<file path="config.mk">
export PLATFORM = sky130hd
export DESIGN_NAME = abdc_prep
export DESIGN_NICKNAME = d
export VERILOG_FILES = /design/src/hw/rtl/abdc_pkg.sv /design/src/hw/rtl/abdc_prep.sv
export SDC_FILE = /design/constraint.sdc
export NUM_CORES = 1
export LEC_CHECK = 0
export ABC_AREA = 1
export BUFFER_PORTS_ARGS = -buffer_cell sky130_fd_sc_hd__buf_4
export CAP_MARGIN = 20
export CORE_MARGIN = 2
export CORE_UTILIZATION = 63
export DETAILED_ROUTE_END_ITERATION = 10
export PLACE_DENSITY = 0.83
export SLEW_MARGIN = 25
export SYNTH_ARGS = -nofsm -noshare
export SYNTH_HDL_FRONTEND = slang
export SYNTH_SLANG_ARGS = --single-unit
</file>
<file path="constraint.sdc">
create_clock -name i_clk -period 13.7 [get_ports i_clk]
set_input_delay 2.74 -clock i_clk [delete_from_list [all_inputs] [get_ports i_clk]]
set_output_delay 2.74 -clock i_clk [all_outputs]
set_load 0.03 [all_outputs]
</file>
<file path="src/hw/rtl/abdc_pkg.sv">
// Shared types, constants and helpers of the active bus discharge controller.
`default_nettype none

package abdc_pkg;

    // Control tick rates
    localparam int TICKS_PER_SECOND = 500;
    localparam int RECOVERY_TICKS   = 1000;

    // Field and register widths
    localparam int VOLT_W   = 16;
    localparam int SPEED_W  = 16;
    localparam int CUR_W    = 16;
    localparam int TSEC_W   = 7;
    localparam int RATED_W  = 14;
    localparam int TICKS_W  = 10;
    localparam int RUN_W    = 16;
    localparam int REC_W    = 10;
    localparam int ACC_W    = 24;
    localparam int TGT_W    = 22;
    localparam int CFG_IDX_W  = 2;
    localparam int CFG_DATA_W = 16;
    localparam int IN_TDATA_W  = 56;
    localparam int OUT_TDATA_W = 24;

    // Limits
    localparam int RUN_MAX     = 65535;
    localparam int LIMIT_SAT   = 65534;
    localparam int SPEED_LIMIT = 512;
    localparam int VOLT_OFFSET = 320;
    localparam int END_MARGIN  = 160;

    // Reciprocals of 5 for exact floor division of bounded operands
    localparam logic [23:0] DIV5_M26 = 24'd13421773;
    localparam logic [24:0] DIV5_M27 = 25'd26843546;
    localparam logic [20:0] DIV5_M23 = 21'd1677722;

    // Filter bias keeps the divide-by-20 operand non-negative
    localparam int FILT_QBIAS = 63221;
    localparam int FILT_BIAS  = 20 * FILT_QBIAS;

    // Configuration register indexes
    localparam logic [CFG_IDX_W-1:0] CFG_SAFETY_VOLTAGE  = 2'd0;
    localparam logic [CFG_IDX_W-1:0] CFG_TIMEOUT_SECONDS = 2'd1;
    localparam logic [CFG_IDX_W-1:0] CFG_RATED_CURRENT   = 2'd2;

    // Phase codes seen on the result
    localparam logic [1:0] PHASE_WAIT    = 2'd0;
    localparam logic [1:0] PHASE_RUN     = 2'd1;
    localparam logic [1:0] PHASE_END     = 2'd2;
    localparam logic [1:0] PHASE_TIMEOUT = 2'd3;

    typedef enum logic [3:0] {
        PH_WAIT    = 4'b0001,
        PH_RUN     = 4'b0010,
        PH_END     = 4'b0100,
        PH_TIMEOUT = 4'b1000
    } t_phase;

    // Configuration seen by the datapath
    typedef struct packed {
        logic [VOLT_W-1:0]        safety_voltage;
        logic [RUN_W-1:0]         tick_limit;
        logic signed [ACC_W-1:0]  clamp_lo;
    } t_cfg;

    // Pre-computed item handed to the sequencer
    typedef struct packed {
        logic                     mode;
        logic                     req;
        logic                     cal;
        logic                     speed_ok;
        logic                     bus_ok;
        logic                     end_hit;
        logic                     under_sv;
        logic signed [TGT_W-1:0]  target;
    } t_prep;

    function automatic logic [1:0] phase_code(input t_phase ph);
        logic [1:0] code;
        unique case (ph)
            PH_WAIT:    code = PHASE_WAIT;
            PH_RUN:     code = PHASE_RUN;
            PH_END:     code = PHASE_END;
            PH_TIMEOUT: code = PHASE_TIMEOUT;
            default:    code = PHASE_WAIT;
        endcase
        return code;
    endfunction

endpackage

`default_nettype wire

</file>
<file path="src/hw/rtl/abdc_prep.sv">
// Input register and pre-compute stage: threshold compares and current target.
`default_nettype none

module abdc_prep import abdc_pkg::*; (
    input  wire logic                   i_clk,
    input  wire logic                   i_rst_n,
    input  wire logic                   i_s_tvalid,
    output logic                        o_s_tready,
    input  wire logic [IN_TDATA_W-1:0]  i_s_tdata,
    input  wire logic [VOLT_W-1:0]      i_safety_voltage,
    output logic                        o_valid,
    input  wire logic                   i_ready,
    output t_prep                       o_prep
);

    localparam int RAW_W = 3 + SPEED_W + 2 * VOLT_W;

    logic               r_a_valid;
    logic [RAW_W-1:0]   r_a_data;
    logic               r_b_valid;
    t_prep              r_b_prep;

    logic               a_ready;
    logic               b_ready;
    t_prep              n_b_prep;

    logic signed [SPEED_W-1:0] speed;
    logic [VOLT_W-1:0]         udc;
    logic [VOLT_W-1:0]         ufilt;
    logic signed [17:0]        volt_err;
    logic signed [17:0]        volt_neg;
    logic [16:0]               err_mag;
    logic [22:0]               scaled;
    logic [46:0]               quo_prod;
    logic [TGT_W-2:0]          quo;

    // Stage handshake
    assign b_ready    = !r_b_valid || i_ready;
    assign a_ready    = !r_a_valid || b_ready;
    assign o_s_tready = a_ready;

    always_ff @(posedge i_clk) begin
        if (!i_rst_n) begin
            r_a_valid <= 1'b0;
            r_b_valid <= 1'b0;
        end else begin
            if (a_ready) begin
                r_a_valid <= i_s_tvalid;
            end
            if (b_ready) begin
                r_b_valid <= r_a_valid;
            end
        end
    end

    // Capture the transfer
    always_ff @(posedge i_clk) begin
        if (a_ready && i_s_tvalid) begin
            r_a_data <= i_s_tdata[RAW_W-1:0];
        end
    end

    // Compares and target current from the bus voltage error
    always_comb begin
        speed    = $signed(r_a_data[3 +: SPEED_W]);
        udc      = r_a_data[3 + SPEED_W +: VOLT_W];
        ufilt    = r_a_data[3 + SPEED_W + VOLT_W +: VOLT_W];
        volt_err = $signed({2'b00, i_safety_voltage}) - 18'sd320
                   - $signed({2'b00, udc});
        volt_neg = -volt_err;
        err_mag  = volt_neg[16:0];
        scaled   = 23'(err_mag) * 23'd96 + 23'd2;
        quo_prod = 47'(scaled) * 47'(DIV5_M26);
        quo      = quo_prod[26 +: TGT_W-1];

        n_b_prep.mode     = r_a_data[0];
        n_b_prep.req      = r_a_data[1];
        n_b_prep.cal      = r_a_data[2];
        n_b_prep.speed_ok = (speed >= -16'sd512) && (speed <= 16'sd512);
        n_b_prep.bus_ok   = udc >= i_safety_voltage;
        n_b_prep.end_hit  = ({1'b0, ufilt} + 17'd160) < {1'b0, i_safety_voltage};
        n_b_prep.under_sv = ufilt < i_safety_voltage;
        n_b_prep.target   = volt_err[17] ? -$signed({1'b0, quo}) : '0;
    end

    always_ff @(posedge i_clk) begin
        if (b_ready && r_a_valid) begin
            r_b_prep <= n_b_prep;
        end
    end

    assign o_valid = r_b_valid;
    assign o_prep  = r_b_prep;

endmodule

`default_nettype wire

</file>
==> results.txt <==
----------------------------------------------------
[Routing]
  Wirelength per Cell ... roughly 15 um
  Number of nets with antenna violations after detailed routing ... 0
  Total via count in the routed design ... 11100
  Routed vias/inst ... 5.42
  Wire length after detailed routing ... roughly 31000 um
  Number of optimization iterations in the first detailed-route pass ... 5
  Number of design-rule violations left by the first detailed-router iteration ... 638
  Remaining DRCs ... 0

[Timing]
  Max Clock Skew ... 0.0142 ns
  Worst hold margin ... about 0.43 ns
  Count of endpoints failing hold in the final timing report ... 0
  Slew @ Worst Pin ... between 0.8 and 0.9 ns
  Setup repair after global routing missed its margin ... false
  Count of final max-slew check failures ... 0
  Maximum operating frequency ... ~78 MHz
  Setup TNS ... 0 ns
  Period utilization ... 93.8%
  Tightest slew margin relative to the limit ... 45.2%
  Time the worst path needs with I/O delays and setup ... 12.85 ns
  Final setup viols ... 0

[Setup path]
  Delay of the slowest critical-path stage ... 0.63 ns
  Dominant delay contributor by cell family on the critical path ... adder cells
  Startpoint Class ... primary input
  Critical path buffers and inverters ... 10
  Launch point of the worst reg-to-reg path ... r_a_data[19]
  Crit-path max FO ... 5
  Worst setup path startpoint ... i_safety_voltage[6]
  Critical Path AT ... 12.96 ns
  Depth of the worst register-to-register path ... 46
  Crit-path slowest cell ... fa_1
  Worst reg-to-reg setup slack ... 3.14 ns
  Capture point of the worst reg-to-reg path ... o_prep[20]
  Category of the most critical setup path ... primary input to register
  Endpoint kind of the worst setup timing path ... register
  Required time worst endpoint ... 13.81 ns

[Finish]
  Area of the multi-input gates ... 9390 um2
  Number of fillers in the final layout ... 1692
  Final non-filler cell total ... approximately 2000
  Area delta synth->final ... 10.9%
  Final core utilization ... 70.8%
  Antenna diode count ... 0
  Share of final-layout standard cells stronger than drive strength 1 ... 11.2%
  Area of all sequential standard cells ... 2440 um2
  Final Net Count ... 2195

[GRT]
  Busiest layer in global routing ... met2
  Global Route Usage Sum ... 28.8%
  First-pass GRT wire length ... approximately 51000 um
  Met3 capacity usage during global routing ... 4.30%
  Met2 track demand over resource ... 53.2%
  Met1 Usage GRT ... 33.5%
  Maximum number of pins on one net before global-route repair ... 52
  Final global-route overflow total ... 0
  Number of antenna violations at the first check in global routing ... 0
  Via count of the first global-routing pass ... 11200

[CTS]
  Number of buffers added by the clock tree synthesis step ... 9
  Clock transition time at the flip-flop clock pins of the worst setup and hold paths ... 0.07 ns
  CTS tree ... yes
  Sinks on Clock Net ... 82
  Clock root buffer master ... clkbuf_16
  CTS H-Tree Depth ... 3
  Worst-case clock buffer depth ... 2
  Later-pin clock latency in the skew report ... 0.35 ns
  Hold-fix buffer count after cts ... 0

[Yosys]
  Dominant combinational cell family by area after synthesis ... adder cells
  Multiplexer area fraction after synthesis ... 0%
  Post-synthesis sequential area ratio ... 18.3%
  EDFF count, synth ... 80
  Post-synthesis share of cell area spent on and, or, nand and nor gates ... between 10% and 20%
  Arithmetic-cell share of the synthesized area counting full adders, half adders and majority gates ... 39.4%
  Share of synthesized flip-flops with an asynchronous set or reset ... 0%
  Post-synthesis register bit count ... 82
  Most instantiated flip-flop cell in the synthesis netlist ... edfxtp_1
  Post-synthesis net count ... 2082
  Mapped cell area ... ~13000 um2
  Gate Count Post-Synth ... 1650
  Fraction of synthesized cell area in xor and xnor cells ... 3.63%
  Count of yosys warnings during synthesis ... 0
  Number of library cell types mapped by synthesis ... 48
  Area fraction in compound gates after synthesis ... 7.73%
  Syn avg cell area ... just over 8 um2

[Place]
  Gp weighted congestion ... 0.918
  Number of I/O port buffers ... 101
  Placed wire-length estimate after detailed placement ... 27100 um
  Cell Count Post-Placement ... 2027

[Min path]
  Worst Hold Path EP ... o_prep[27]
  Worst hold path stage count ... 0
  HP Start ... r_a_data[1]
  Worst min-delay path class ... register to register

[Die]
  IO Pins ... 107
  Starting density of the core ... 63.8%
  Die outline area ... 22300 um2
  DIE HEIGHT ... 149 um
  Core Box Area ... 20900 um2
  Width of the die ... 149 um
  Row cnt ... 53

[Outcome]
  Run status ... finished, final reports clean

[Flow run]
  Max_cap viols ... 0

----------------------------------------------------
==> routing by layer <==
metal  vias up  wire length, um  share of wire (%)
li1       5513                -                  -
met1      5235            12600                 41
met2       255            15900                 51
met3        68             1260                4.1
met4         0             1180                3.8
met5         -                0                  0
==> cell usage after synthesis, types with 14 or more instances <==
| cell type | n | area, um2 |
|---|---|---|
| nand4_1 | 22 | 138 |
| inv_1 | 399 | 1500 |
| a21oi_1 | 91 | 455 |
| ha_1 | 249 | 3120 |
| nand2_1 | 296 | 1110 |
| nand3_1 | 67 | 335 |
| xnor2_1 | 14 | 123 |
| o21ai_0 | 36 | 180 |
| nor2_1 | 102 | 383 |
| xor2_1 | 32 | 280 |
| edfxtp_1 | 80 | 2400 |
| nand2_2 | 26 | 163 |
| fa_1 | 107 | 2140 |
==> flip-flops by register name, summed over array words and instances, names as in the netlist <==
register	count
r_a_data	51
o_prep	29
o_valid	1
r_a_valid	1
==> through the flow <==
stage / cell area [um2] / setup slack (ns)
after global routing: 14800 / 0.0154
after CTS: 14700 / 0.725
after global placement: 14400 / 0.579
after detailed placement: 14400 / 0.432
final: 14800 / 0.850
after floorplan: 13300 / 1.64
==> logic make-up (layout without fill, tap and decap cells) <==
group / Yosys count / in the layout
DFF: 82 / 82
adders and majority gates: 356 / 356
AOI/OAI and AO/OA: 180 / 180
and+or+nand+nor: 572 / 572
buffers and inverters: 409 / 527
xor gates and xnor gates: 51 / 51
==> worst reg2reg max path: cells and delay by family (launching register included) <==
kind	cells	cell delay, ns
DFF	1	0.39
buffers and inverters	6	0.56
and+or+nand+nor	17	2.05
xor gates and xnor gates	3	0.85
adders and majority gates	13	5.15
AOI/OAI and AO/OA	7	1.36
==> how the worst max path moves through the flow <==
stage,endpoint,cells past startpoint
3_3_place_gp,o_prep[20],57
4_1_cts,o_prep[20],57
2_1_floorplan,o_prep[18],56
6_report,o_prep[20],59
3_5_place_dp,o_prep[20],59
5_1_grt,o_prep[21],60
==> cell usage in the layout (no fill, tap or decap), types with 3 or more instances in the layout <==
cell       netlist  layout
xor2_2           5       4
nor2_4           4       4
nand3_1         67      67
a31oi_1         13      13
nand2_2         26      26
nand2_1        296     296
fa_1           107     107
edfxtp_1        80      80
inv_2            7       7
clkbuf_16        0       9
buf_4            2     105
a221oi_1         3       3
xor2_1          32      32
nand4_1         22      22
a21oi_1         91      89
nor4_1           5       4
o21ai_0         36      36
or2_2            3       3
nand3b_1         7       7
nor2_2           9      10
nor2_1         102     101
xnor2_1         14      12
inv_6            0       3
o21ai_1          5       4
and2_1           4       4
o21a_1           4       4
ha_1           249     249
a211oi_1         3       3
nor3_1          13      12
inv_1          399     398
o21bai_1         8       8
nand3_2          6       6
a21o_1           6       6
==> layout make-up <==
class | instances | area share, %
multi-input cells | 1159 | 63.5
flip-flops and latches | 82 | 16.5
repair buffers | 105 | 5.33
inverters | 406 | 10.3
clock buffers | 9 | 1.52
clock inverters | 7 | 0.499
well taps | 275 | 2.33
==> what timing repair did <==
item	in CTS	in global routing
setup buffers	0	0
endpoints found under the setup margin	0	7
resized for setup	0	7
Power is not shown: default switching activity piles up to over one toggle a cycle in this logic, so the estimate is an artifact.
