$ cat src/hw/rtl/abdc_pkg.sv
// Shared types, constants and helpers of the active bus discharge controller.
`default_nettype none

package abdc_pkg;

    // Control tick rates
    localparam int TICKS_PER_SECOND = 500;
    localparam int RECOVERY_TICKS   = 1000;

    // Field and register widths
    localparam int VOLT_W   = 16;
    localparam int SPEED_W  = 16;
    localparam int CUR_W    = 16;
    localparam int TSEC_W   = 7;
    localparam int RATED_W  = 14;
    localparam int TICKS_W  = 10;
    localparam int RUN_W    = 16;
    localparam int REC_W    = 10;
    localparam int ACC_W    = 24;
    localparam int TGT_W    = 22;
    localparam int CFG_IDX_W  = 2;
    localparam int CFG_DATA_W = 16;
    localparam int IN_TDATA_W  = 56;
    localparam int OUT_TDATA_W = 24;

    // Limits
    localparam int RUN_MAX     = 65535;
    localparam int LIMIT_SAT   = 65534;
    localparam int SPEED_LIMIT = 512;
    localparam int VOLT_OFFSET = 320;
    localparam int END_MARGIN  = 160;

    // Reciprocals of 5 for exact floor division of bounded operands
    localparam logic [23:0] DIV5_M26 = 24'd13421773;
    localparam logic [24:0] DIV5_M27 = 25'd26843546;
    localparam logic [20:0] DIV5_M23 = 21'd1677722;

    // Filter bias keeps the divide-by-20 operand non-negative
    localparam int FILT_QBIAS = 63221;
    localparam int FILT_BIAS  = 20 * FILT_QBIAS;

    // Configuration register indexes
    localparam logic [CFG_IDX_W-1:0] CFG_SAFETY_VOLTAGE  = 2'd0;
    localparam logic [CFG_IDX_W-1:0] CFG_TIMEOUT_SECONDS = 2'd1;
    localparam logic [CFG_IDX_W-1:0] CFG_RATED_CURRENT   = 2'd2;

    // Phase codes seen on the result
    localparam logic [1:0] PHASE_WAIT    = 2'd0;
    localparam logic [1:0] PHASE_RUN     = 2'd1;
    localparam logic [1:0] PHASE_END     = 2'd2;
    localparam logic [1:0] PHASE_TIMEOUT = 2'd3;

    typedef enum logic [3:0] {
        PH_WAIT    = 4'b0001,
        PH_RUN     = 4'b0010,
        PH_END     = 4'b0100,
        PH_TIMEOUT = 4'b1000
    } t_phase;

    // Configuration seen by the datapath
    typedef struct packed {
        logic [VOLT_W-1:0]        safety_voltage;
        logic [RUN_W-1:0]         tick_limit;
        logic signed [ACC_W-1:0]  clamp_lo;
    } t_cfg;

    // Pre-computed item handed to the sequencer
    typedef struct packed {
        logic                     mode;
        logic                     req;
        logic                     cal;
        logic                     speed_ok;
        logic                     bus_ok;
        logic                     end_hit;
        logic                     under_sv;
        logic signed [TGT_W-1:0]  target;
    } t_prep;

    function automatic logic [1:0] phase_code(input t_phase ph);
        logic [1:0] code;
        unique case (ph)
            PH_WAIT:    code = PHASE_WAIT;
            PH_RUN:     code = PHASE_RUN;
            PH_END:     code = PHASE_END;
            PH_TIMEOUT: code = PHASE_TIMEOUT;
            default:    code = PHASE_WAIT;
        endcase
        return code;
    endfunction

endpackage

`default_nettype wire

$ cat src/hw/rtl/abdc_seq.sv
// Discharge phase sequencer, reference filter and result register.
`default_nettype none

module abdc_seq import abdc_pkg::*; (
    input  wire logic                    i_clk,
    input  wire logic                    i_rst_n,
    input  wire logic                    i_valid,
    output logic                         o_ready,
    input  t_prep                        i_prep,
    input  t_cfg                         i_cfg,
    output logic                         o_m_tvalid,
    input  wire logic                    i_m_tready,
    output logic [OUT_TDATA_W-1:0]       o_m_tdata
);

    t_phase                   r_phase, n_phase;
    logic signed [ACC_W-1:0]  r_acc, n_acc;
    logic [RUN_W-1:0]         r_run, n_run;
    logic [REC_W-1:0]         r_rec, n_rec;
    logic                     r_valid;
    logic signed [CUR_W-1:0]  r_dref, n_dref;
    logic                     r_wr, n_wr;
    logic                     r_dis, n_dis;
    logic                     r_uv, n_uv;
    logic                     r_lp, n_lp;
    logic [1:0]               r_code;

    logic                     fire;
    logic [RUN_W-1:0]         run_inc;
    logic [REC_W-1:0]         rec_inc;
    logic signed [24:0]       tgt_x;
    logic signed [24:0]       filt_w;
    logic signed [24:0]       filt_wb;
    logic [20:0]              filt_x;
    logic [41:0]              filt_prod;
    logic [18:0]              filt_q;
    logic signed [24:0]       acc_f;
    logic signed [24:0]       acc_s;
    logic signed [24:0]       acc_c;
    logic signed [ACC_W-1:0]  acc_new;
    logic signed [ACC_W-1:0]  acc_rnd;

    assign o_ready = !r_valid || i_m_tready;
    assign fire    = i_valid && o_ready;

    // Filter: acc + floor((t + 10 - acc) / 20), snap up, clamp
    always_comb begin
        tgt_x     = 25'(i_prep.target);
        filt_w    = tgt_x + 25'sd10 - 25'(r_acc);
        filt_wb   = filt_w + 25'(FILT_BIAS);
        filt_x    = filt_wb[22:2];
        filt_prod = 42'(filt_x) * 42'(DIV5_M23);
        filt_q    = filt_prod[23 +: 19];
        acc_f     = 25'(r_acc) + $signed({6'b0, filt_q}) - 25'sd63221;
        acc_s     = (acc_f < tgt_x) ? tgt_x : acc_f;
        acc_c     = (acc_s > 25'sd0) ? 25'sd0 : acc_s;
        if (acc_c < 25'(i_cfg.clamp_lo)) begin
            acc_c = 25'(i_cfg.clamp_lo);
        end
        acc_new   = acc_c[ACC_W-1:0];
        acc_rnd   = acc_new + 24'sd128;
    end

    // Phase sequencing
    always_comb begin
        n_phase = r_phase;
        n_acc   = r_acc;
        n_run   = r_run;
        n_rec   = r_rec;
        n_dref  = '0;
        n_wr    = 1'b0;
        n_dis   = 1'b0;
        n_uv    = 1'b0;
        n_lp    = 1'b0;
        run_inc = (r_run == RUN_W'(RUN_MAX)) ? r_run : r_run + 1'b1;
        rec_inc = r_rec + 1'b1;
        if (!i_prep.mode) begin
            n_phase = PH_WAIT;
            n_acc   = '0;
            n_run   = '0;
            n_rec   = '0;
        end else begin
            unique case (r_phase)
                PH_WAIT: begin
                    if (i_prep.req && i_prep.cal && i_prep.speed_ok && i_prep.bus_ok) begin
                        n_phase = PH_RUN;
                    end
                end
                PH_RUN: begin
                    if (i_prep.end_hit) begin
                        n_phase = PH_END;
                        n_run   = '0;
                    end else if (run_inc > i_cfg.tick_limit) begin
                        n_phase = PH_TIMEOUT;
                        n_run   = '0;
                    end else begin
                        n_run  = run_inc;
                        n_acc  = acc_new;
                        n_dref = acc_rnd[8 +: CUR_W];
                        n_wr   = 1'b1;
                    end
                end
                PH_END: begin
                    n_acc   = '0;
                    n_wr    = 1'b1;
                    n_dis   = 1'b1;
                    n_uv    = 1'b1;
                    n_lp    = 1'b1;
                    n_phase = PH_WAIT;
                end
                PH_TIMEOUT: begin
                    n_acc = '0;
                    n_wr  = 1'b1;
                    n_rec = rec_inc;
                    priority if (rec_inc >= REC_W'(RECOVERY_TICKS)) begin
                        n_rec   = '0;
                        n_phase = PH_WAIT;
                    end else if (i_prep.under_sv) begin
                        n_dis   = 1'b1;
                        n_uv    = 1'b1;
                        n_lp    = 1'b1;
                        n_rec   = '0;
                        n_phase = PH_WAIT;
                    end
                end
                default: n_phase = PH_WAIT;
            endcase
        end
    end

    // Advance state and output valid
    always_ff @(posedge i_clk) begin
        if (!i_rst_n) begin
            r_phase <= PH_WAIT;
            r_acc   <= '0;
            r_run   <= '0;
            r_rec   <= '0;
            r_valid <= 1'b0;
        end else begin
            if (fire) begin
                r_phase <= n_phase;
                r_acc   <= n_acc;
                r_run   <= n_run;
                r_rec   <= n_rec;
            end
            if (o_ready) begin
                r_valid <= i_valid;
            end
        end
    end

    // Result payload
    always_ff @(posedge i_clk) begin
        if (fire) begin
            r_dref <= n_dref;
            r_wr   <= n_wr;
            r_dis  <= n_dis;
            r_uv   <= n_uv;
            r_lp   <= n_lp;
            r_code <= phase_code(n_phase);
        end
    end

    assign o_m_tvalid = r_valid;
    assign o_m_tdata  = {2'b00, r_code, r_lp, r_uv, r_dis, r_wr, r_dref};

    // Checks
    a_acc_nonpos: assert property (@(posedge i_clk) disable iff (!i_rst_n)
        r_acc <= 24'sd0)
        else $error("accumulator went positive");
    a_acc_floor: assert property (@(posedge i_clk) disable iff (!i_rst_n)
        (fire && i_prep.mode && r_phase == PH_RUN && n_wr) |=> r_acc >= $past(i_cfg.clamp_lo))
        else $error("accumulator below clamp");
    a_idle_ref: assert property (@(posedge i_clk) disable iff (!i_rst_n)
        (r_valid && !r_wr) |-> r_dref == '0)
        else $error("reference driven without setpoint write");
    a_pulses: assert property (@(posedge i_clk) disable iff (!i_rst_n)
        r_valid |-> (r_dis == r_uv) && (r_uv == r_lp) && (!r_dis || r_wr))
        else $error("shutdown pulses out of step");

endmodule

`default_nettype wire

$ cat config.mk
export PLATFORM = sky130hd
export DESIGN_NAME = abdc_seq
export DESIGN_NICKNAME = d
export VERILOG_FILES = /design/src/hw/rtl/abdc_pkg.sv /design/src/hw/rtl/abdc_seq.sv
export SDC_FILE = /design/constraint.sdc
export NUM_CORES = 1
export LEC_CHECK = 0
export BUFFER_PORTS_ARGS = -buffer_cell sky130_fd_sc_hd__clkbuf_2
export CORE_MARGIN = 3
export CORE_UTILIZATION = 64
export DETAILED_ROUTE_END_ITERATION = 8
export PLACE_DENSITY = 0.86
export SETUP_SLACK_MARGIN = 0.5
export SLEW_MARGIN = 15
export SYNTH_ARGS = -nofsm -noshare
export SYNTH_HDL_FRONTEND = slang
export SYNTH_SLANG_ARGS = --single-unit
$ cat constraint.sdc
create_clock -name i_clk -period 25.7 [get_ports i_clk]
set_input_delay 1.285 -clock i_clk [delete_from_list [all_inputs] [get_ports i_clk]]
set_output_delay 1.285 -clock i_clk [all_outputs]
set_load 0.05 [all_outputs]
==> key figures, run 1 <==
Run status
  • Outcome: finished clean

STA
  • Final Hold Viols: 0
  • Skew final: between 0.01 and 0.015 ns
  • Worst rel slew slack: 0.232
  • Final setup violating endpoints: 0
  • Fin. max-slew vios: 0
  • Max frequency: approximately 45 MHz
  • Setup TNS: 0 ns
  • Worst slew pin tran: 1.15 ns
  • RSZ-0062 raised after global routing: no
  • Final critical-path required period: roughly 22 ns
  • Fin crit share: 0.864

Clock tree
  • Total CTS buffers: 9
  • Root buf cell: clkbuf_16
  • Post-CTS setup buffers: 0
  • Hold buffers post-CTS: 0
  • CTS tree: done
  • Reg clk slew, reported paths: 0.07 ns
  • Clk sink count: 75
  • CTS resizes: 0
  • Clock buffer depth: 2
  • Clk Latency, worst-skew pair: around 0.36 ns
  • Htree depth: 3

Placed design
  • Dpl hpwl: about 36,000 µm
  • Dpl cell area: roughly 17,000 µm²
  • Routability Congestion: approximately 1.0
  • PortBufs: 96

Floorplanning
  • Die Width: approximately 170 µm
  • Number of I/O pins: about 120
  • Die ar.: 27,500 µm²
  • Initial Util: 0.662
  • FP Rows: 57
  • Core Region: roughly 25,000 µm²
  • Die outline height: 166 µm

Logic synthesis
  • Simple-gate share of the synthesized area: 0.147
  • Most used flip-flop cell after synthesis: dfxtp_1
  • Synthesized area per cell: 8.45 µm²
  • Cell Area, Synth: ~16,000 µm²
  • Synth Area in Compound Gates: 0.136
  • Largest family of logic cells by synthesized area: adder cells
  • Post-synth ARST share: 0
  • Library cells used by synthesis: 76
  • Seq/Total Area, Yosys: 0.104
  • Synth Warn #: 0
  • Mux contribution to synthesized area: 0.0117
  • Post-Synth Adder-Cell Area: 0.451
  • Synthesized instance count: ~1.9k
  • #FFs+latches synth: 75
  • Synth Area in XOR/XNOR: 0.0510
  • Post-synth EDFFs: 20

Detailed routing
  • DR top layer: met4
  • Initial drt markers: between 900 and 1k
  • WL met3: ~2700 µm
  • DR pass1 iterations: 7
  • Routed wire per std cell: approximately 18 µm
  • Wl on met1: between 15,000 and 20,000 µm
  • Antenna-violating nets left: 0
  • Routed wl met2: between 20,000 and 25,000 µm
  • Drt drc: 0
  • Via count: between 10k and 15k
  • Drt total wl: roughly 42,000 µm
  • Vias per cell: 5.94

Critical path
  • CP Capture Point: r_dref[15]
  • Critical Path RT: around 26 ns
  • Startpoint Class: input pin
  • Worst R2R Start: r_acc[1]
  • Worst reg2reg path depth: between 80 and 90
  • Critical Path AT: approximately 22 ns
  • Worst path max stage delay: about 0.57 ns
  • Reg-to-reg slack, setup: roughly 4.3 ns
  • CP most frequent cell: inv_1
  • Type of the worst setup path: in -> reg
  • CP Max Fanout: 26
  • Worst setup startpoint: i_prep[1]
  • CP max-delay cell: fa_1
  • Critical Path Sink Type: flip-flop
  • Terminus of the critical flop-to-flop path: r_dref[15]

Finish
  • Layout Nets: between 2k and 3k
  • Synth-to-layout area growth: 6.70%
  • Post-route cell area: about 17,000 µm²
  • Ant diodes: 0
  • Share of post-route cells with drive strength above 1: 0.0725
  • Layout Utilization: 0.706
  • Layout filler cell count: approximately 2k
  • FF+latch area: ~1700 µm²
  • Area of the multi-input gates: 13,000 µm²

GRT
  • Global-route wire length before repair: about 70,000 µm
  • Via count of the first global-routing pass: 14.5k
  • Initial antenna violation count: 0
  • Largest net degree at the start of global routing: about 50
  • GR Util All Layers: 0.306
  • Gr ovfl total: 0

Worst hold path
  • Hold Crit Class: reg -> reg

Flow run
  • Max-Cap Viols: 0
## how the worst min path moves through the flow
stage | start | endpoint | slack [ns] | cells past startpoint
after detailed placement | r_acc[6] | r_acc[6] | 0.50 | 2
final | r_acc[1] | r_acc[1] | 0.51 | 2
after global routing | r_acc[6] | r_acc[6] | 0.54 | 2
after floorplan | r_acc[1] | r_acc[1] | 0.45 | 2
after global placement | r_acc[1] | r_acc[1] | 0.49 | 2
after CTS | r_acc[6] | r_acc[6] | 0.51 | 2
## cells in the mapped netlist (14+ instances only)
library cell	count	area (µm²)
inv_1	379	1420
ha_1	358	4480
fa_1	144	2880
nor2_1	141	529
a21oi_1	102	510
nand2_1	87	327
o21ai_0	64	320
xnor2_1	57	499
dfxtp_1	55	1100
nor2b_1	45	282
nand3_1	41	205
nor3_1	40	200
xor2_1	38	333
a21o_1	34	255
nand4_1	31	194
clkbuf_1	25	93.8
a22oi_1	21	158
edfxtp_1	20	601
and2_1	18	113
mux2i_1	18	180
nand2b_1	16	100
and3_1	14	87.6
nor4_1	14	87.6
o21a_1	14	105
## cell type report
class                      count  area share
multi-input combinational   1439       0.748
timing repair buffer         104      0.0310
inverter                     380      0.0819
clock buffer                  10      0.0144
tap                          324      0.0233
clock inverter                 6     0.00402
sequential                    75      0.0977
## through the flow
stage / setup WS (ns) / instances / hold WS (ns)
final: 3.51 / 2338 / 0.509
after floorplan: 7.29 / 1933 / 0.451
after CTS: 3.84 / 2338 / 0.510
after detailed placement: 3.63 / 2322 / 0.501
after global routing: 2.23 / 2338 / 0.536
after global placement: 3.86 / 2322 / 0.486
## cells by family after synthesis
family | after synthesis
buffers and inverters | 419
DFF | 75
other | 1
xor gates and xnor gates | 95
muxes | 19
AOI/OAI and AO/OA | 335
adders and majority gates | 502
and+or+nand+nor | 486
## worst max-delay path, delay by kind of cell
| kind | cells | cell delay, ns |
|---|---|---|
| buffers and inverters | 15 | 2.35 |
| AO/OA/AOI/OAI | 29 | 7.24 |
| AND/OR/NAND/NOR | 21 | 4.61 |
| adder cells (fa/ha/maj) | 15 | 5.88 |
| XOR/XNOR | 3 | 0.83 |
## state kept, by name, indices dropped and copies added (netlist names)
signal	count
r_acc	24
r_dref	16
r_run	16
r_rec	10
r_phase	4
r_code	2
o_m_tvalid	1
r_lp	1
r_wr	1
## layout by cell type, fill, tap and decap left out, types with 10 or more instances in the layout
| cell type | synthesis | routed |
|---|---|---|
| a21o_1 | 34 | 34 |
| clkbuf_2 | 0 | 96 |
| o21bai_1 | 11 | 11 |
| nand4_1 | 31 | 31 |
| a31oi_1 | 10 | 10 |
| mux2i_1 | 18 | 18 |
| nor2_1 | 141 | 141 |
| nor2b_1 | 45 | 45 |
| a21oi_1 | 102 | 102 |
| ha_1 | 358 | 358 |
| xor2_1 | 38 | 38 |
| o21ai_0 | 64 | 64 |
| o21a_1 | 14 | 14 |
| dfxtp_1 | 55 | 55 |
| and2_1 | 18 | 18 |
| or3_1 | 10 | 10 |
| inv_1 | 379 | 379 |
| nand2b_1 | 16 | 16 |
| and3_1 | 14 | 14 |
| clkbuf_16 | 0 | 10 |
| xnor2_1 | 57 | 57 |
| edfxtp_1 | 20 | 20 |
| nand2_1 | 87 | 87 |
| nor4_1 | 14 | 14 |
| a22oi_1 | 21 | 21 |
| nor3_1 | 40 | 40 |
| nand3_1 | 41 | 41 |
| fa_1 | 144 | 144 |
## routing by layer
metal | track usage | up-vias
met2 | 0.541 | 508
met3 | 0.0417 | 108
met4 | 0.105 | 0
met1 | 0.385 | 6606
met5 | 0 | -
li1 | - | 6677
Power of run 1 is left out: the tool's default activity adds up to more than one toggle a clock period on the data nets, which glitch-free logic cannot reach.
==> inputs of run 2 (changes only) <==
--- a/config.mk
+++ b/config.mk
@@ -7,9 +7,9 @@
 export LEC_CHECK = 0
 export BUFFER_PORTS_ARGS = -buffer_cell sky130_fd_sc_hd__clkbuf_2
 export CORE_MARGIN = 3
-export CORE_UTILIZATION = 64
+export CORE_UTILIZATION = 33
 export DETAILED_ROUTE_END_ITERATION = 8
-export PLACE_DENSITY = 0.86
+export PLACE_DENSITY = 0.51
 export SETUP_SLACK_MARGIN = 0.5
 export SLEW_MARGIN = 15
 export SYNTH_ARGS = -nofsm -noshare
==> key figures, run 2 (synthesis results as in run 1) <==
STA
  • RSZ-0062 raised after global routing: no
  • Fin crit share: 0.850
  • Worst rel slew slack: 0.240
  • Final setup violating endpoints: 0
  • Fin. max-slew vios: 0
  • Final Hold Viols: 0
  • Setup TNS: 0 ns
  • Final critical-path required period: between 20 and 25 ns
  • Min Hold Slack: 0.510 ns
  • Worst slew pin tran: 1.14 ns
  • Max frequency: 45.8 MHz
  • Skew final: about 0.0061 ns

Critical path
  • CP most frequent cell: inv_1
  • Startpoint Class: input pin
  • Critical Path Sink Type: flip-flop
  • Worst path max stage delay: ~0.66 ns
  • Type of the worst setup path: in -> reg
  • CP Max Fanout: 26
  • Critical Path RT: about 26 ns
  • Critical Path AT: approximately 22 ns
  • CP max-delay cell: a2111oi_2

Finish
  • Layout Utilization: 0.369
  • Largest Register: r_acc
  • Biggest regs: r_acc x24, r_dref x16, r_run x16
  • Layout Nets: 2,604
  • Most frequent cells in the layout: 379 x inv_1, 358 x ha_1, 144 x fa_1
  • Most common cell after layout, fill and taps aside: inv_1
  • Fin cells: around 2.7k
  • Ant diodes: 0
  • Share of post-route cells with drive strength above 1: 0.0738
  • Synth-to-layout area growth: 9.30%
  • Max reg flops: 24

Detailed routing
  • DR pass1 iterations: 5
  • Via count: between 10k and 15k
  • Antenna-violating nets left: 0
  • Drt total wl: 44,600 µm
  • Drt drc: 0
  • Initial drt markers: about 630
  • Vias per cell: ~5.0
  • Routed wire per std cell: 16.7 µm

GRT
  • Largest net degree at the start of global routing: between 40 and 50
  • GR Util All Layers: 0.173
  • Global-route wire length before repair: around 73,000 µm
  • Via count of the first global-routing pass: 13.8k
  • Initial antenna violation count: 0
  • Gr ovfl total: 0

Flow run
  • Max-Cap Viols: 0

Clock tree
  • CTS resizes: 0
  • Post-CTS setup buffers: 0
  • CTS tree: done
  • Root buf cell: clkbuf_16
  • Htree depth: 3
  • Clk Latency, worst-skew pair: ~0.37 ns
  • Reg clk slew, reported paths: roughly 0.06 ns
  • Hold buffers post-CTS: 0
  • Total CTS buffers: 9
  • Clk sink count: 75
  • Clock buffer depth: 2

Run status
  • Outcome: finished clean

Floorplanning
  • Initial Util: 0.338
  • Number of I/O pins: ~120
  • Die Width: ~230 µm
  • Core Region: approximately 48,000 µm²
  • Die outline height: between 200 and 250 µm
  • Die ar.: roughly 52,000 µm²
  • FP Rows: 80

Placed design
  • PortBufs: 96
  • Routability Congestion: between 0.8 and 0.9
  • Dpl hpwl: around 39,000 µm
  • Placed insts: between 2k and 3k

Worst hold path
  • Hold Crit Class: reg -> reg
## run 2: final timing paths
check | cells past startpoint | end | slack (ns) | from
worst max-delay path | 80 | r_dref[15] | 3.85 | i_prep[1]
worst min-delay path | 2 | r_acc[2] | 0.51 | r_acc[2]
worst max register to register | 78 | r_dref[15] | 4.66 | r_acc[1]
worst min register to register | 2 | r_acc[2] | 0.51 | r_acc[2]
## run 2: critical path: cells and delay by family
kind / cells / cell delay, ns
xor gates and xnor gates: 3 / 0.90
and+or+nand+nor: 23 / 5.13
buffers and inverters: 14 / 2.27
adders and majority gates: 14 / 5.39
AOI/OAI and AO/OA: 26 / 6.93
## run 2: final cells by class
class	instances	area, µm²
Clock inverter	6	71.3
Multi-Input combinational cell	1439	13000
Clock buffer	10	229
Timing Repair Buffer	108	571
Sequential cell	75	1700
Inverter	380	1430
Fill cell	5046	30500
Tap cell	656	821
## run 2: metal layers
metal	share of wire	wire, µm	vias to the layer above	track usage
met1	0.49	21800	6520	0.239
met2	0.47	21000	219	0.294
met3	0.028	1250	33	0.0171
met5	0	0	-	0
met4	0.014	616	0	0.0331
li1	-	-	6688	-
## run 2: metrics by stage
stage,setup slack (ns),instance area [µm²]
final,3.85,17800
after global routing,2.29,17800
after CTS,3.81,17800
after detailed placement,3.48,17500
after global placement,3.64,17500
after floorplan,7.29,16300
Power of run 2 is left out for the same reason.
==> inputs of run 3 (changes only) <==
--- a/config.mk
+++ b/config.mk
@@ -5,6 +5,7 @@
 export SDC_FILE = /design/constraint.sdc
 export NUM_CORES = 1
 export LEC_CHECK = 0
+export ABC_AREA = 1
 export BUFFER_PORTS_ARGS = -buffer_cell sky130_fd_sc_hd__clkbuf_2
 export CORE_MARGIN = 3
 export CORE_UTILIZATION = 33
==> key figures, run 3 <==
Critical path
  • Worst path max stage delay: between 0.6 and 0.7 ns
  • Worst R2R Start: r_acc[1]
  • Critical Path RT: ~26 ns
  • CP max-delay cell: nand2_2
  • Startpoint Class: input pin
  • Reg-to-reg slack, setup: roughly 7.3 ns
  • Type of the worst setup path: in -> reg
  • CP Max Fanout: 29
  • Worst setup startpoint: i_prep[1]
  • CP Capture Point: r_dref[13]
  • Critical Path Sink Type: flip-flop
  • Worst reg2reg path depth: 88
  • CP most frequent cell: nand2_1
  • Terminus of the critical flop-to-flop path: r_dref[13]
  • Critical Path AT: ~19 ns

Logic synthesis
  • Count leader, synth: inv_1
  • Post-synth EDFFs: 20
  • Synth Warn #: 0
  • #FFs+latches synth: 75
  • Post-synth ARST share: 0
  • Synthesized area per cell: 7.28 µm²
  • Seq/Total Area, Yosys: 0.0993
  • Yosys top cell area share: 0.262
  • Leading area contributor after synthesis: ha_1
  • Synth area leaders: ha_1 26%, fa_1 17%, inv_1 12%
  • Post-synth top cells: 532 x inv_1, 517 x nand2_1, 358 x ha_1
  • Library cells used by synthesis: 47
  • Most used flip-flop cell after synthesis: dfxtp_1
  • Cell Area, Synth: ~17,000 µm²
  • Synthesized instance count: between 2k and 2.5k

Floorplanning
  • Initial Util: 0.338
  • FP Rows: 82
  • Die outline height: roughly 230 µm
  • Die ar.: around 55,000 µm²
  • Core Region: slightly above 50,000 µm²
  • Die Width: 234 µm
  • Number of I/O pins: 115

STA
  • Skew final: 0.0131 ns
  • Fin crit share: 0.744
  • Final Hold Viols: 0
  • Final critical-path required period: around 19 ns
  • RSZ-0062 raised after global routing: no
  • Worst slew pin tran: 1.10 ns
  • Setup TNS: 0 ns
  • Min Hold Slack: between 0.4 and 0.5 ns
  • Final setup violating endpoints: 0
  • Fin. max-slew vios: 0
  • Max frequency: between 50 and 60 MHz
  • Worst rel slew slack: 0.263

Detailed routing
  • Antenna-violating nets left: 0
  • Via count: between 10k and 15k
  • DR pass1 iterations: 5
  • Routed wire per std cell: ~16 µm
  • Initial drt markers: roughly 800
  • Drt drc: 0
  • Drt total wl: between 50,000 and 60,000 µm
  • Vias per cell: 4.80

Clock tree
  • CTS resizes: 0
  • Post-CTS setup buffers: 0
  • Hold buffers post-CTS: 0
  • Clk sink count: 75
  • Total CTS buffers: 9
  • CTS tree: done
  • Clock buffer depth: 2
  • Root buf cell: clkbuf_16
  • Clk Latency, worst-skew pair: 0.36 ns
  • Htree depth: 3
  • Reg clk slew, reported paths: approximately 0.060 ns

Finish
  • Max reg flops: 24
  • Layout Nets: roughly 3.0k
  • Synth-to-layout area growth: 8.59%
  • Most frequent cells in the layout: 532 x inv_1, 517 x nand2_1, 358 x ha_1
  • Biggest regs: r_acc x24, r_dref x16, r_run x16
  • Largest Register: r_acc
  • Ant diodes: 0
  • Share of post-route cells with drive strength above 1: 0.0638
  • Layout filler cell count: 5,471
  • Most common cell after layout, fill and taps aside: inv_1

GRT
  • GR Util met1: 0.267
  • Initial antenna violation count: 0
  • Gr ovfl total: 0
  • Global-route wire length before repair: between 70,000 and 80,000 µm
  • Busiest grt layer: met2
  • Via count of the first global-routing pass: 14.9k
  • Largest net degree at the start of global routing: 43
  • Met3 Use GR: 0.0300
  • GR met2 Demand/Resource: 0.305
  • GR Util All Layers: 0.188

Placed design
  • Dpl hpwl: around 45,000 µm
  • Routability Congestion: 0.877
  • PortBufs: 96

Worst hold path
  • Hold Crit Class: reg -> reg

Run status
  • Outcome: finished clean

Flow run
  • Max-Cap Viols: 0
## run 3: cell count changes after synthesis, sizes merged, moves of 34 or more
cell | before | now
xnor2 | 57 | 23
inv | 379 | 535
a21oi | 102 | 172
nand2 | 87 | 538
nand3 | 41 | 81
nor2b | 45 | 0
## run 3: final cells by class
type                    instances  area, µm²  area share
clock buffers                   9        225      0.0121
clock inverters                 7       57.6     0.00309
well taps                     672        841      0.0452
repair buffers                104        541      0.0291
multi-input cells            1711      13200       0.710
flip-flops and latches         75       1700      0.0915
inverters                     538       2020       0.109
## run 3: critical path, delay by kind of cell
kind / cells / cell delay (ns)
xor gates and xnor gates: 1 / 0.51
buffers and inverters: 9 / 0.98
and+or+nand+nor: 47 / 6.97
AOI/OAI and AO/OA: 19 / 3.88
adders and majority gates: 14 / 5.58
## run 3: metal layers
layer | up-vias | wire length (µm)
met4 | 0 | 656
met1 | 7025 | 24700
met3 | 40 | 2620
met5 | - | 0
met2 | 285 | 22700
li1 | 7606 | -
## run 3: how the worst min path moves through the flow
stage	start	endpoint	slack, ns	cells after the start
2_1_floorplan	r_acc[0]	r_acc[0]	0.45	2
3_3_place_gp	r_run[5]	r_run[5]	0.46	2
3_5_place_dp	r_acc[18]	r_acc[18]	0.46	2
4_1_cts	r_acc[18]	r_acc[18]	0.47	2
5_1_grt	r_acc[18]	r_acc[18]	0.49	2
6_report	r_acc[18]	r_acc[18]	0.46	2
## run 3: kinds of logic (layout without fill, tap and decap cells)
group / Yosys count / in the layout / share of synthesized area
buffers and inverters: 569 / 658 / 0.130
muxes: 1 / 1 / 0.000657
DFF: 75 / 75 / 0.0994
and+or+nand+nor: 836 / 836 / 0.204
other: 1 / 2 / 0.000219
xor gates and xnor gates: 88 / 88 / 0.0450
AOI/OAI and AO/OA: 282 / 282 / 0.0912
adders and majority gates: 502 / 502 / 0.430
## run 3: metrics by stage
step | cell area [µm²] | util | instances | worst slack, ns
after detailed placement | 18300 | 0.361 | 3100 | 6.28
after CTS | 18600 | 0.367 | 3116 | 6.61
after floorplan | 17100 | - | 2355 | 10.73
after global routing | 18600 | 0.367 | 3116 | 5.08
final | 18600 | 0.367 | 3116 | 6.58
after global placement | 18300 | 0.361 | 3100 | 6.41
Power of run 3 is left out for the same reason.
